[config.mk]
export PLATFORM = sky130hd
export DESIGN_NAME = timed_event_release_queue
export DESIGN_NICKNAME = d
export VERILOG_FILES = /design/src/hw/rtl/terq_pkg.sv /design/src/hw/rtl/terq_ram.sv /design/src/hw/rtl/timed_event_release_queue.sv
export SDC_FILE = /design/constraint.sdc
export NUM_CORES = 2
export LEC_CHECK = 0
export CORE_UTILIZATION = 35
export DETAILED_ROUTE_END_ITERATION = 7
export DONT_BUFFER_PORTS = 1
export GPL_TIMING_DRIVEN = 0
export PLACE_DENSITY = 0.51
export SYNTH_ARGS = -nofsm -noshare
export SYNTH_HDL_FRONTEND = slang
export SYNTH_HIERARCHICAL = 1
export SYNTH_SLANG_ARGS = --single-unit
[constraint.sdc]
create_clock -name clock -period 12.6 [get_ports clock]
set_clock_uncertainty 0.05 [all_clocks]
set_input_delay 1.26 -clock clock [delete_from_list [all_inputs] [get_ports clock]]
set_output_delay 1.26 -clock clock [all_outputs]
set_load 0.01 [all_outputs]
[src/hw/rtl/terq_pkg.sv]
// ----------------------------------------------------------------------------
// terq_pkg
// Types and constants shared by the timed event release queue.
// ----------------------------------------------------------------------------
package terq_pkg;

   localparam int TIME_WIDTH      = 63;
   localparam int HANDLE_WIDTH    = 16;
   localparam int LENGTH_WIDTH    = 16;
   localparam int MARGIN_WIDTH    = 16;
   localparam int COUNT_WIDTH     = 5;
   localparam int CSR_DATA_WIDTH  = 32;
   localparam int CSR_ADDR_WIDTH  = 3;
   localparam int CSR_INDEX_WIDTH = CSR_ADDR_WIDTH - 2;

   localparam logic [MARGIN_WIDTH-1:0]    MARGIN_RESET     = 16'd500;
   localparam logic [CSR_INDEX_WIDTH-1:0] REG_EARLY_MARGIN = 1'b0;

   localparam logic [1:0] MODE_INSERT = 2'd0;
   localparam logic [1:0] MODE_TICK   = 2'd1;
   localparam logic [1:0] MODE_CLEAR  = 2'd2;

   localparam logic [1:0] STATUS_DONE = 2'd0;
   localparam logic [1:0] STATUS_FULL = 2'd1;
   localparam logic [1:0] STATUS_IDLE = 2'd2;

   typedef struct packed {
      logic [1:0]              mode;
      logic [TIME_WIDTH-1:0]   event_time;
      logic [HANDLE_WIDTH-1:0] payload_handle;
      logic [LENGTH_WIDTH-1:0] payload_length;
   } req_type;

   typedef struct packed {
      logic [1:0]              status;
      logic                    released;
      logic [HANDLE_WIDTH-1:0] released_handle;
      logic [LENGTH_WIDTH-1:0] released_length;
      logic [TIME_WIDTH-1:0]   released_time;
      logic                    queue_empty;
      logic [COUNT_WIDTH-1:0]  entry_count;
   } rsp_type;

   typedef struct packed {
      logic [TIME_WIDTH-1:0]   event_time;
      logic [HANDLE_WIDTH-1:0] handle;
      logic [LENGTH_WIDTH-1:0] length;
   } entry_type;

endpackage

[src/hw/rtl/terq_ram.sv]
// ----------------------------------------------------------------------------
// terq_ram
// Generic single write, single read RAM with registered read data.
// ----------------------------------------------------------------------------
module terq_ram #(
   parameter int WIDTH = 8,
   parameter int DEPTH = 16
) (
   input  logic                     clock,
   input  logic                     wr_en,
   input  logic [$clog2(DEPTH)-1:0] wr_addr,
   input  logic [WIDTH-1:0]         wr_data,
   input  logic [$clog2(DEPTH)-1:0] rd_addr,
   output logic [WIDTH-1:0]         rd_data
);

   logic [WIDTH-1:0] mem_ff [DEPTH];
   logic [WIDTH-1:0] rd_data_ff;

   always_ff @(posedge clock) begin
      if (wr_en) begin
         mem_ff[wr_addr] <= wr_data;
      end
      rd_data_ff <= mem_ff[rd_addr];
   end

   assign rd_data = rd_data_ff;

endmodule

[src/hw/rtl/timed_event_release_queue.sv]
// ----------------------------------------------------------------------------
// timed_event_release_queue
// Bounded queue of timed transmit descriptors, sorted by release time and
// held as a ring in one RAM; a sequencer walks it, reading one slot at a time.
// ----------------------------------------------------------------------------
//   channel   ports                         flow
//   request   start, busy, req_data         in, taken when start & !busy
//   result    rsp_valid, rsp_data           out, one-cycle strobe
//   csr       psel..pready, paddr, pwdata   APB, early_margin at 0x0
//
// Clear, full or empty insert, empty tick, unused mode: result in the next cycle.
// Tick on a held head: one RAM read in idle, then the margin compare in S_TICK.
// Other insert: entries later than the new one shift up a slot in S_INSERT,
// then the new entry is written; at most one RAM read and one write each cycle.
// Synchronous reset empties the queue and loads early_margin with 500.
// The receiver cannot stall; busy is low again in the result cycle.
// ----------------------------------------------------------------------------
module timed_event_release_queue #(
   parameter int QUEUE_DEPTH = 16
) (
   input  logic                                    clock,
   input  logic                                    reset,
   input  logic                                    start,
   output logic                                    busy,
   input  terq_pkg::req_type                       req_data,
   output logic                                    rsp_valid,
   output terq_pkg::rsp_type                       rsp_data,
   input  logic                                    psel,
   input  logic                                    penable,
   input  logic                                    pwrite,
   input  logic [terq_pkg::CSR_ADDR_WIDTH-1:0]     paddr,
   input  logic [terq_pkg::CSR_DATA_WIDTH-1:0]     pwdata,
   output logic [terq_pkg::CSR_DATA_WIDTH-1:0]     prdata,
   output logic                                    pready
);

   import terq_pkg::*;

   localparam int IW = $clog2(QUEUE_DEPTH);
   localparam int CW = $clog2(QUEUE_DEPTH + 1);
   localparam logic [IW:0]   DEPTH_W = (IW + 1)'(QUEUE_DEPTH);
   localparam logic [CW-1:0] FULL_W  = CW'(QUEUE_DEPTH);

   typedef enum logic [3:0] {
      S_IDLE   = 4'b0001,
      S_INSERT = 4'b0010,
      S_PUT    = 4'b0100,
      S_TICK   = 4'b1000
   } state_type;

   state_type              state_ff, state_in;
   logic [IW-1:0]          head_ff, head_in;
   logic [CW-1:0]          count_ff, count_in;
   logic [IW-1:0]          k_ff, k_in;
   req_type                req_ff, req_in;
   logic [MARGIN_WIDTH-1:0] margin_ff, margin_in;
   logic                   rsp_valid_ff, rsp_valid_in;
   rsp_type                rsp_ff, rsp_in;

   logic                   wr_en;
   logic [IW-1:0]          wr_addr;
   entry_type              wr_data;
   logic [IW-1:0]          rd_addr;
   entry_type              rd_data;
   entry_type              new_entry;
   logic                   csr_write;
   logic                   due;

   function automatic logic [IW-1:0] slot_addr(input logic [IW-1:0] base,
                                                input logic [IW-1:0] offset);
      logic [IW:0] sum;
      sum = {1'b0, base} + {1'b0, offset};
      if (sum >= DEPTH_W) begin
         sum = sum - DEPTH_W;
      end
      return sum[IW-1:0];
   endfunction

   terq_ram #(
      .WIDTH ($bits(entry_type)),
      .DEPTH (QUEUE_DEPTH)
   ) u_slots (
      .clock   (clock),
      .wr_en   (wr_en),
      .wr_addr (wr_addr),
      .wr_data (wr_data),
      .rd_addr (rd_addr),
      .rd_data (rd_data)
   );

   // csr port
   assign pready    = 1'b1;
   assign csr_write = psel & penable & pwrite;
   assign prdata    = (paddr[CSR_ADDR_WIDTH-1:2] == REG_EARLY_MARGIN)
                      ? CSR_DATA_WIDTH'(margin_ff) : '0;

   always_comb begin
      margin_in = margin_ff;
      if (csr_write && paddr[CSR_ADDR_WIDTH-1:2] == REG_EARLY_MARGIN) begin
         margin_in = pwdata[MARGIN_WIDTH-1:0];
      end
   end

   assign new_entry.event_time = req_ff.event_time;
   assign new_entry.handle     = req_ff.payload_handle;
   assign new_entry.length     = req_ff.payload_length;

   assign due = ({1'b0, req_ff.event_time} + 64'(margin_ff))
                >= {1'b0, rd_data.event_time};

   always_comb begin
      state_in     = state_ff;
      head_in      = head_ff;
      count_in     = count_ff;
      k_in         = k_ff;
      req_in       = req_ff;
      rsp_valid_in = 1'b0;
      rsp_in       = '0;
      rsp_in.status = STATUS_DONE;
      wr_en        = 1'b0;
      wr_addr      = head_ff;
      wr_data      = new_entry;
      rd_addr      = head_ff;

      unique case (state_ff)
         S_IDLE: begin
            if (start) begin
               req_in = req_data;
               unique case (req_data.mode)
                  MODE_INSERT: begin
                     if (count_ff == FULL_W) begin
                        rsp_valid_in  = 1'b1;
                        rsp_in.status = STATUS_FULL;
                     end else if (count_ff == '0) begin
                        wr_en                  = 1'b1;
                        wr_data.event_time     = req_data.event_time;
                        wr_data.handle         = req_data.payload_handle;
                        wr_data.length         = req_data.payload_length;
                        count_in               = CW'(1);
                        rsp_valid_in           = 1'b1;
                     end else begin
                        k_in     = count_ff[IW-1:0];
                        rd_addr  = slot_addr(head_ff, count_ff[IW-1:0] - IW'(1));
                        state_in = S_INSERT;
                     end
                  end
                  MODE_TICK: begin
                     if (count_ff == '0) begin
                        rsp_valid_in  = 1'b1;
                        rsp_in.status = STATUS_IDLE;
                     end else begin
                        state_in = S_TICK;
                     end
                  end
                  MODE_CLEAR: begin
                     count_in     = '0;
                     rsp_valid_in = 1'b1;
                  end
                  default: begin
                     rsp_valid_in = 1'b1;
                  end
               endcase
            end
         end
         S_INSERT: begin
            wr_en   = 1'b1;
            wr_addr = slot_addr(head_ff, k_ff);
            if (rd_data.event_time > req_ff.event_time) begin
               wr_data = rd_data;
               k_in    = k_ff - IW'(1);
               rd_addr = slot_addr(head_ff, k_ff - IW'(2));
               if (k_ff == IW'(1)) begin
                  state_in = S_PUT;
               end
            end else begin
               count_in     = count_ff + CW'(1);
               rsp_valid_in = 1'b1;
               state_in     = S_IDLE;
            end
         end
         S_PUT: begin
            wr_en        = 1'b1;
            wr_addr      = head_ff;
            count_in     = count_ff + CW'(1);
            rsp_valid_in = 1'b1;
            state_in     = S_IDLE;
         end
         S_TICK: begin
            rsp_valid_in = 1'b1;
            state_in     = S_IDLE;
            if (due) begin
               rsp_in.released        = 1'b1;
               rsp_in.released_handle = rd_data.handle;
               rsp_in.released_length = rd_data.length;
               rsp_in.released_time   = rd_data.event_time;
               head_in                = slot_addr(head_ff, IW'(1));
               count_in               = count_ff - CW'(1);
            end else begin
               rsp_in.status = STATUS_IDLE;
            end
         end
         default: begin
            state_in = S_IDLE;
         end
      endcase

      rsp_in.entry_count = COUNT_WIDTH'(count_in);
      rsp_in.queue_empty = (count_in == '0);
   end

   always_ff @(posedge clock) begin
      if (reset) begin
         state_ff     <= S_IDLE;
         head_ff      <= '0;
         count_ff     <= '0;
         margin_ff    <= MARGIN_RESET;
         rsp_valid_ff <= 1'b0;
      end else begin
         state_ff     <= state_in;
         head_ff      <= head_in;
         count_ff     <= count_in;
         margin_ff    <= margin_in;
         rsp_valid_ff <= rsp_valid_in;
      end
   end

   always_ff @(posedge clock) begin
      k_ff   <= k_in;
      req_ff <= req_in;
      rsp_ff <= rsp_in;
   end

   assign busy      = (state_ff != S_IDLE);
   assign rsp_valid = rsp_valid_ff;
   assign rsp_data  = rsp_ff;

endmodule

Word-level counts from Yosys, hierarchy flattened:

Memories as Yosys holds them, arrays and structs flattened. A register that Yosys moved wholly into a read port is not among the register bits.
Cells that the tools add are included.

* memory bits (read-only): 0
* memory bits (writable): 1520
* register bits: 233
* memories kept: 1
* latch bits: 0

Memories
* u_slots.mem_ff: depth 16, bits a word 95, read ports 1, clocked after Yosys merged registers in 1, write ports 1, RTL line terq_ram.sv:17 `logic [WIDTH-1:0] mem_ff [DEPTH];`

* div/mod/pow operators: 0
* equality and inequality tests: 19
* muxes and demuxes: 58
* multiply operators: 0
* bitwise gates (word level): 3
* reductions and logical operators: 11
* $add $sub $neg: 14
* shift-type cells: 0
* magnitude comparators: 6

Operators by type and width (number)
* $mux 95: 5
* $pmux 95 s2: 1
* $mux 96: 1
* $mux 4: 21
* $add 63x16->64: 1
* $ge 64x63->1: 1
* $gt 63x63->1: 1
* $pmux 4 s2: 4
* $mux 5: 5
* $sub 4x1->4 const B: 6
* $ge 5x5->1 const B: 4
* $pmux 5 s4: 1
* $mux 16: 1
* $add 4x4->5: 3
* $ne 3x3->1 const B: 4
* $reduce_and 6->1: 2
* $logic_not 5->1: 2
* $mux 1: 10
* $pmux 5 s2: 1
* $eq 4x1->1 const B: 2
* $ne 2x2->1 const B: 4
* $pmux 2 s2: 2
* $mux 2: 3
* $add 4x1->5 const B: 1
* 21 further kinds: 25

Longest topological paths before layout:

* depth in word-level cells: 9
* mapped depth: 25
* gate-level depth less buffers: 25

Cells and area by module:

The synthesis kept the hierarchy.

Modules (own cells, without submodules)
* terq_ram: sequential area each 47545.6 µm², cells an instance 2434, instances 1, area each 58693.8 µm²
* timed_event_release_queue: sequential area each 5655.4 µm², cells an instance 1631, instances 1, area each 14410.1 µm²

Least setup slack after synthesis:

OpenSTA, ideal clock, no wires.

* path kind: input -> register
* start point: input port start
* end point: memory u_slots/mem_ff[0][0] (netlist name), enable pin
* data required time: 11885 ps
* library setup time: 665 ps
* stages on the path: 7
* data arrival time: 9437 ps
* slack: 2448 ps
* cell sequence: nor3b_1 > nand2_1 > nor3_1 > clkbuf_1 > nand2b_1 > or3b_2 > nor3_1

* longest elaborated chain between the ends: 4

RTL lines
* start, declared: RTL line timed_event_release_queue.sv:23 `input logic start,`
* $mux 1: RTL line timed_event_release_queue.sv:127 `if (start) begin`
* $pmux 1 s2: RTL line timed_event_release_queue.sv:125 `unique case (state_ff)`
* named net wr_en: RTL line timed_event_release_queue.sv:60 `logic wr_en;`
* $mux 1: RTL line terq_ram.sv:21 `if (wr_en) begin`
* $mux 1 (not written as such): RTL line terq_ram.sv:22 `mem_ff[wr_addr] <= wr_data;`
* end, declared: RTL line terq_ram.sv:17

The timed path passes the listed nets, and every way through them passes these cells.

Worst setup path after layout:

* start point: register margin_ff[0]
* end point: register rsp_ff (netlist bit rsp_data[70])

* longest elaborated chain between the ends: 3

RTL lines
* start, declared: RTL line timed_event_release_queue.sv:56 `logic [MARGIN_WIDTH-1:0] margin_ff, margin_in;`
* start signal, assigned: RTL line timed_event_release_queue.sv:222 `margin_ff <= margin_in;`
* $add 63x16->64: RTL line timed_event_release_queue.sv:108 `assign due = ({1'b0, req_ff.event_time} + 64'(margin_ff))`
* $ge 64x63->1: RTL line timed_event_release_queue.sv:109 `>= {1'b0, rd_data.event_time};`
* $reduce_and 2->1 (no source line)
* end signal, assigned: RTL line timed_event_release_queue.sv:230 `rsp_ff <= rsp_in;`
* end, declared: RTL line timed_event_release_queue.sv:58 `rsp_type rsp_ff, rsp_in;`

No other way between the ends.
A chain may end at the register's enable or synchronous reset.

==> impl_results.md <==
- Delay-heaviest family, CP: compound AO/OA/AOI/OAI gates
- Largest net degree at the start of global routing: 52
- Post-synthesis simple-gate area fraction: under 10%
- DR vias/cell: 5.39
- Hold_ws: around 0.4 ns
- Crit start category: register
- Post-synthesis cell area: 73100 um^2
- R2R Path End: rsp_data[70]
- CTS tree: built
- Max clock buf depth: 3
- Peak VDD IR: 0.150 mV
- Setup ws final: 3.06 ns
- Gr usage total: 21.3%
- FP Rows: 167
- Clk slew on worst S/H paths: roughly 0.06 ns
- Final Hold Fails: 0
- Hold path depth: 1
- Syn-to-layout area delta: 17.0%
- Chip Height: 459 um
- Post-Syn Instances: 4065
- DR vias: 39.8k
- Final setup vio count: 0
- Crit path depth: 24
- Worst r2r path cells: 24
- Syn Area/Cell: around 18 um^2
- H-tree depth: 4
- Layout cells sized above 1: around a fifth
- EDFF count, synth: around 1.6k
- Seq/Total Area, Yosys: ~73%
- Final Util: 41.3%
- Initial Utilization: 35.3%
- Pins Over Slew Limit: 0
- Final Power: between 15 and 20 mW
- Post-DRT Antenna Nets: 0
- Post-Synth XOR/XNOR Area: 0.934%
- Post-synthesis mux area share: a little under an eighth
- CTS Buf Count: between 150 and 200
- Setup crit end kind: register
- Largest family of logic cells by synthesized area: multiplexers
- Root Buffer: clkbuf_16
- Pwr Density: 182 nW/um^2
- Switch share: about 27%
- Worst Hold End: rsp_data[99]
- Compound-Gate Fraction of Synth Area: under 10%
- Max FO, Critical Path: 10
- Status: completed
- GRT Residual Overflow: 0
- Clock Power Share: 37.6%
- Die width: 459 um
- Global-route wire length before repair: 313000 um
- Worst endpoint data arrival time: 10.26 ns
- Comb pwr share: 13.1%
- Final min period: 9.54 ns
- Die area: 211000 um^2
- DR iter-0 viols: between 4k and 5k
- Leakage: 28.3 nW
- Post-cts repair resize count: 0
- Post-synthesis register bit count: 1848
- Synth async-reset ratio: 0%
- Routability cong.: 0.866
- # clock sinks: 1848
- Hold_buf cts: 0
- DP HPWL: 153000 um
- Worst-Margin Slew: 1.43 ns
- Hold path startpoint: u_slots/rd_data[30]
- Hold Path Class: reg -> reg
- IO Pins: 277
- Vias in the first global route: between 30k and 40k
- Synth warn: 6
- Internal Power: 11.4 mW
- Netlist cell types: 71
- Reg2reg setup slack: a little over 3 ns
- Sequential cell fraction of total power: 49.2%
- Worst R2R Start: margin_ff[0]
- Worst path cell trace: ha_1, inv_1, fa_1, nor2b_1, o21ai_0, a21boi_0, o21ai_0, a211oi_1, o2111ai_1, a2111oi_2, clkbuf_1, nand3_1, xnor2_1, ha_1, nand4_1, or2_1, nor4_2, o211ai_1, and4_1, a221o_1, a21oi_1, buf_2, clkbuf_1, and2_1
- Slew HR: 4.41%
- Drt wl/cell: 30.6 um
- Layout Nets: between 4k and 5k
- Worst path buffer plus inverter count: 4
- WL final: 226000 um
- Critical-path top delay cell: a2111oi_2
- RSZ-0062 raised after global routing: no
- Core area: 207000 um^2
- Initial antenna violation count: 35
- Post-Synth Adder-Cell Area: 2.80%
- Req. time, crit path: between 10 and 15 ns
- Period utilization: 75.7%
- Worst-Skew Late Latency: 0.87 ns
- Fmax: 105 MHz
- CP max stage delay: 1.01 ns
- Port bufs: 0
- MaxCap Viol Count: 0
- Main synth FF type: edfxtp_1
- Remaining DRCs: 0
- Critical Setup Path Class: reg -> reg
- Dpl ws: between 3 and 4 ns
- Switching pwr: ~4.2 mW
- Post-CTS setup buffer count: 0
- Drt pass-1 iters: 5
[cells in the final DEF, fill, tap and decap left out, types with 13 or more instances in the layout]
| cell type | instances |
|---|---|
| dfxtp_1 | 229 |
| nor3_1 | 18 |
| and2_1 | 101 |
| clkbuf_1 | 168 |
| edfxtp_1 | 1619 |
| buf_4 | 23 |
| nand4_1 | 35 |
| nor4_1 | 14 |
| conb_1 | 17 |
| a21o_1 | 24 |
| inv_1 | 151 |
| nor2b_1 | 26 |
| clkbuf_2 | 13 |
| bufinv_16 | 13 |
| diode_2 | 22 |
| clkbuf_8 | 20 |
| ha_1 | 157 |
| clkinv_1 | 17 |
| nand2_1 | 387 |
| xnor2_1 | 67 |
| buf_16 | 14 |
| a211oi_1 | 13 |
| mux4_2 | 380 |
| a21oi_1 | 72 |
| nand3_1 | 47 |
| buf_12 | 51 |
| buf_2 | 27 |
| o21ai_0 | 41 |
| a22oi_1 | 289 |
| clkbuf_16 | 199 |
| nor2_1 | 56 |
| buf_6 | 68 |
| clkinv_2 | 37 |
[cells by family (layout without fill, tap and decap cells)]
family	count (synthesis)	in the layout
DFF	1848	1848
and+or+nand+nor	747	747
AOI/OAI and AO/OA	495	495
muxes	380	380
buffers and inverters	354	853
adders and majority gates	161	161
xor gates and xnor gates	78	78
other	2	39
[flip-flops by register name, indices dropped and copies added (netlist names)]
register	flops
state_ff	4
margin_ff	16
u_slots/rd_data	95
new_entry	95
head_ff	4
k_ff	4
u_slots/mem_ff	1520
rsp_valid	1
count_ff	5
rsp_data	104
[cells in the mapped netlist, types with 13 or more instances]
master / number / area share [%]
a22oi_1: 289 / 3.0
a211oi_1: 13 / 0.13
nand4_1: 35 / 0.30
dfxtp_1: 229 / 6.3
nor3_1: 22 / 0.15
nor4_1: 14 / 0.12
buf_6: 22 / 0.34
and2_1: 101 / 0.86
a21oi_1: 72 / 0.49
a21o_1: 24 / 0.25
ha_1: 157 / 2.7
xnor2_1: 67 / 0.80
edfxtp_1: 1619 / 67
nand2_1: 387 / 2.0
buf_4: 18 / 0.18
buf_2: 26 / 0.18
o21ai_0: 41 / 0.28
clkbuf_1: 128 / 0.66
mux4_2: 380 / 12
nand3_1: 47 / 0.32
nor2_1: 68 / 0.35
inv_1: 152 / 0.78
nor2b_1: 26 / 0.22
[how the worst max path moves through the flow]
stage / from / endpoint / slack (ns)
finish: margin_ff[0] / rsp_data[70] / 3.06
global route: margin_ff[0] / rsp_data[72] / 2.79
CTS: margin_ff[0] / rsp_data[72] / 3.08
detailed placement: margin_ff[0] / rsp_data[72] / 3.13
global placement: start / u_slots/mem_ff[12][23] / -9.17
floorplan: start / u_slots/mem_ff[0][0] / 2.45
[metal layers]
| metal | vias to the layer above | GRT usage [%] | part of all wire, % |
|---|---|---|---|
| li1 | 16835 | - | - |
| met1 | 21116 | 28.9 | 42 |
| met2 | 1495 | 33.6 | 47 |
| met3 | 326 | 4.34 | 6.8 |
| met4 | 30 | 8.44 | 3.8 |
| met5 | - | 0 | 0.11 |
[per-stage QoR]
| stage | setup TNS (ns) | area, um^2 | std cells |
|---|---|---|---|
| floorplan | 0 | 73200 | 4080 |
| global placement | -5520.97 | 76600 | 6868 |
| global route | 0 | 85500 | 7380 |
| CTS | 0 | 85500 | 7367 |
| detailed placement | 0 | 78900 | 6994 |
| finish | 0 | 85600 | 7389 |
[power by group through the flow]
| stage | sequential (mW) | clock, mW | combinational [mW] |
|---|---|---|---|
| 3_3_place_gp | 7.84 | 0 | 1.95 |
| 2_1_floorplan | 7.64 | 0 | 1.30 |
| 6_report | 7.66 | 5.86 | 2.05 |
| 4_1_cts | 7.66 | 5.96 | 2.04 |
| 5_1_grt | 7.68 | 6.19 | 2.25 |
| 3_5_place_dp | 7.79 | 0 | 2.04 |
[area by class of cell]
type / count / area (um^2)
Fill cell: 18582 / 122000
Antenna cell: 22 / 55.1
Inverter: 153 / 579
Clock inverter: 99 / 1140
Multi-Input combinational cell: 1878 / 18500
Timing Repair Buffer: 126 / 2110
Sequential cell: 1848 / 53200
Clock buffer: 274 / 5470
Buffer: 201 / 1040
Tap cell: 2788 / 3490
No activity file was read; power rests on OpenSTA's default activity.
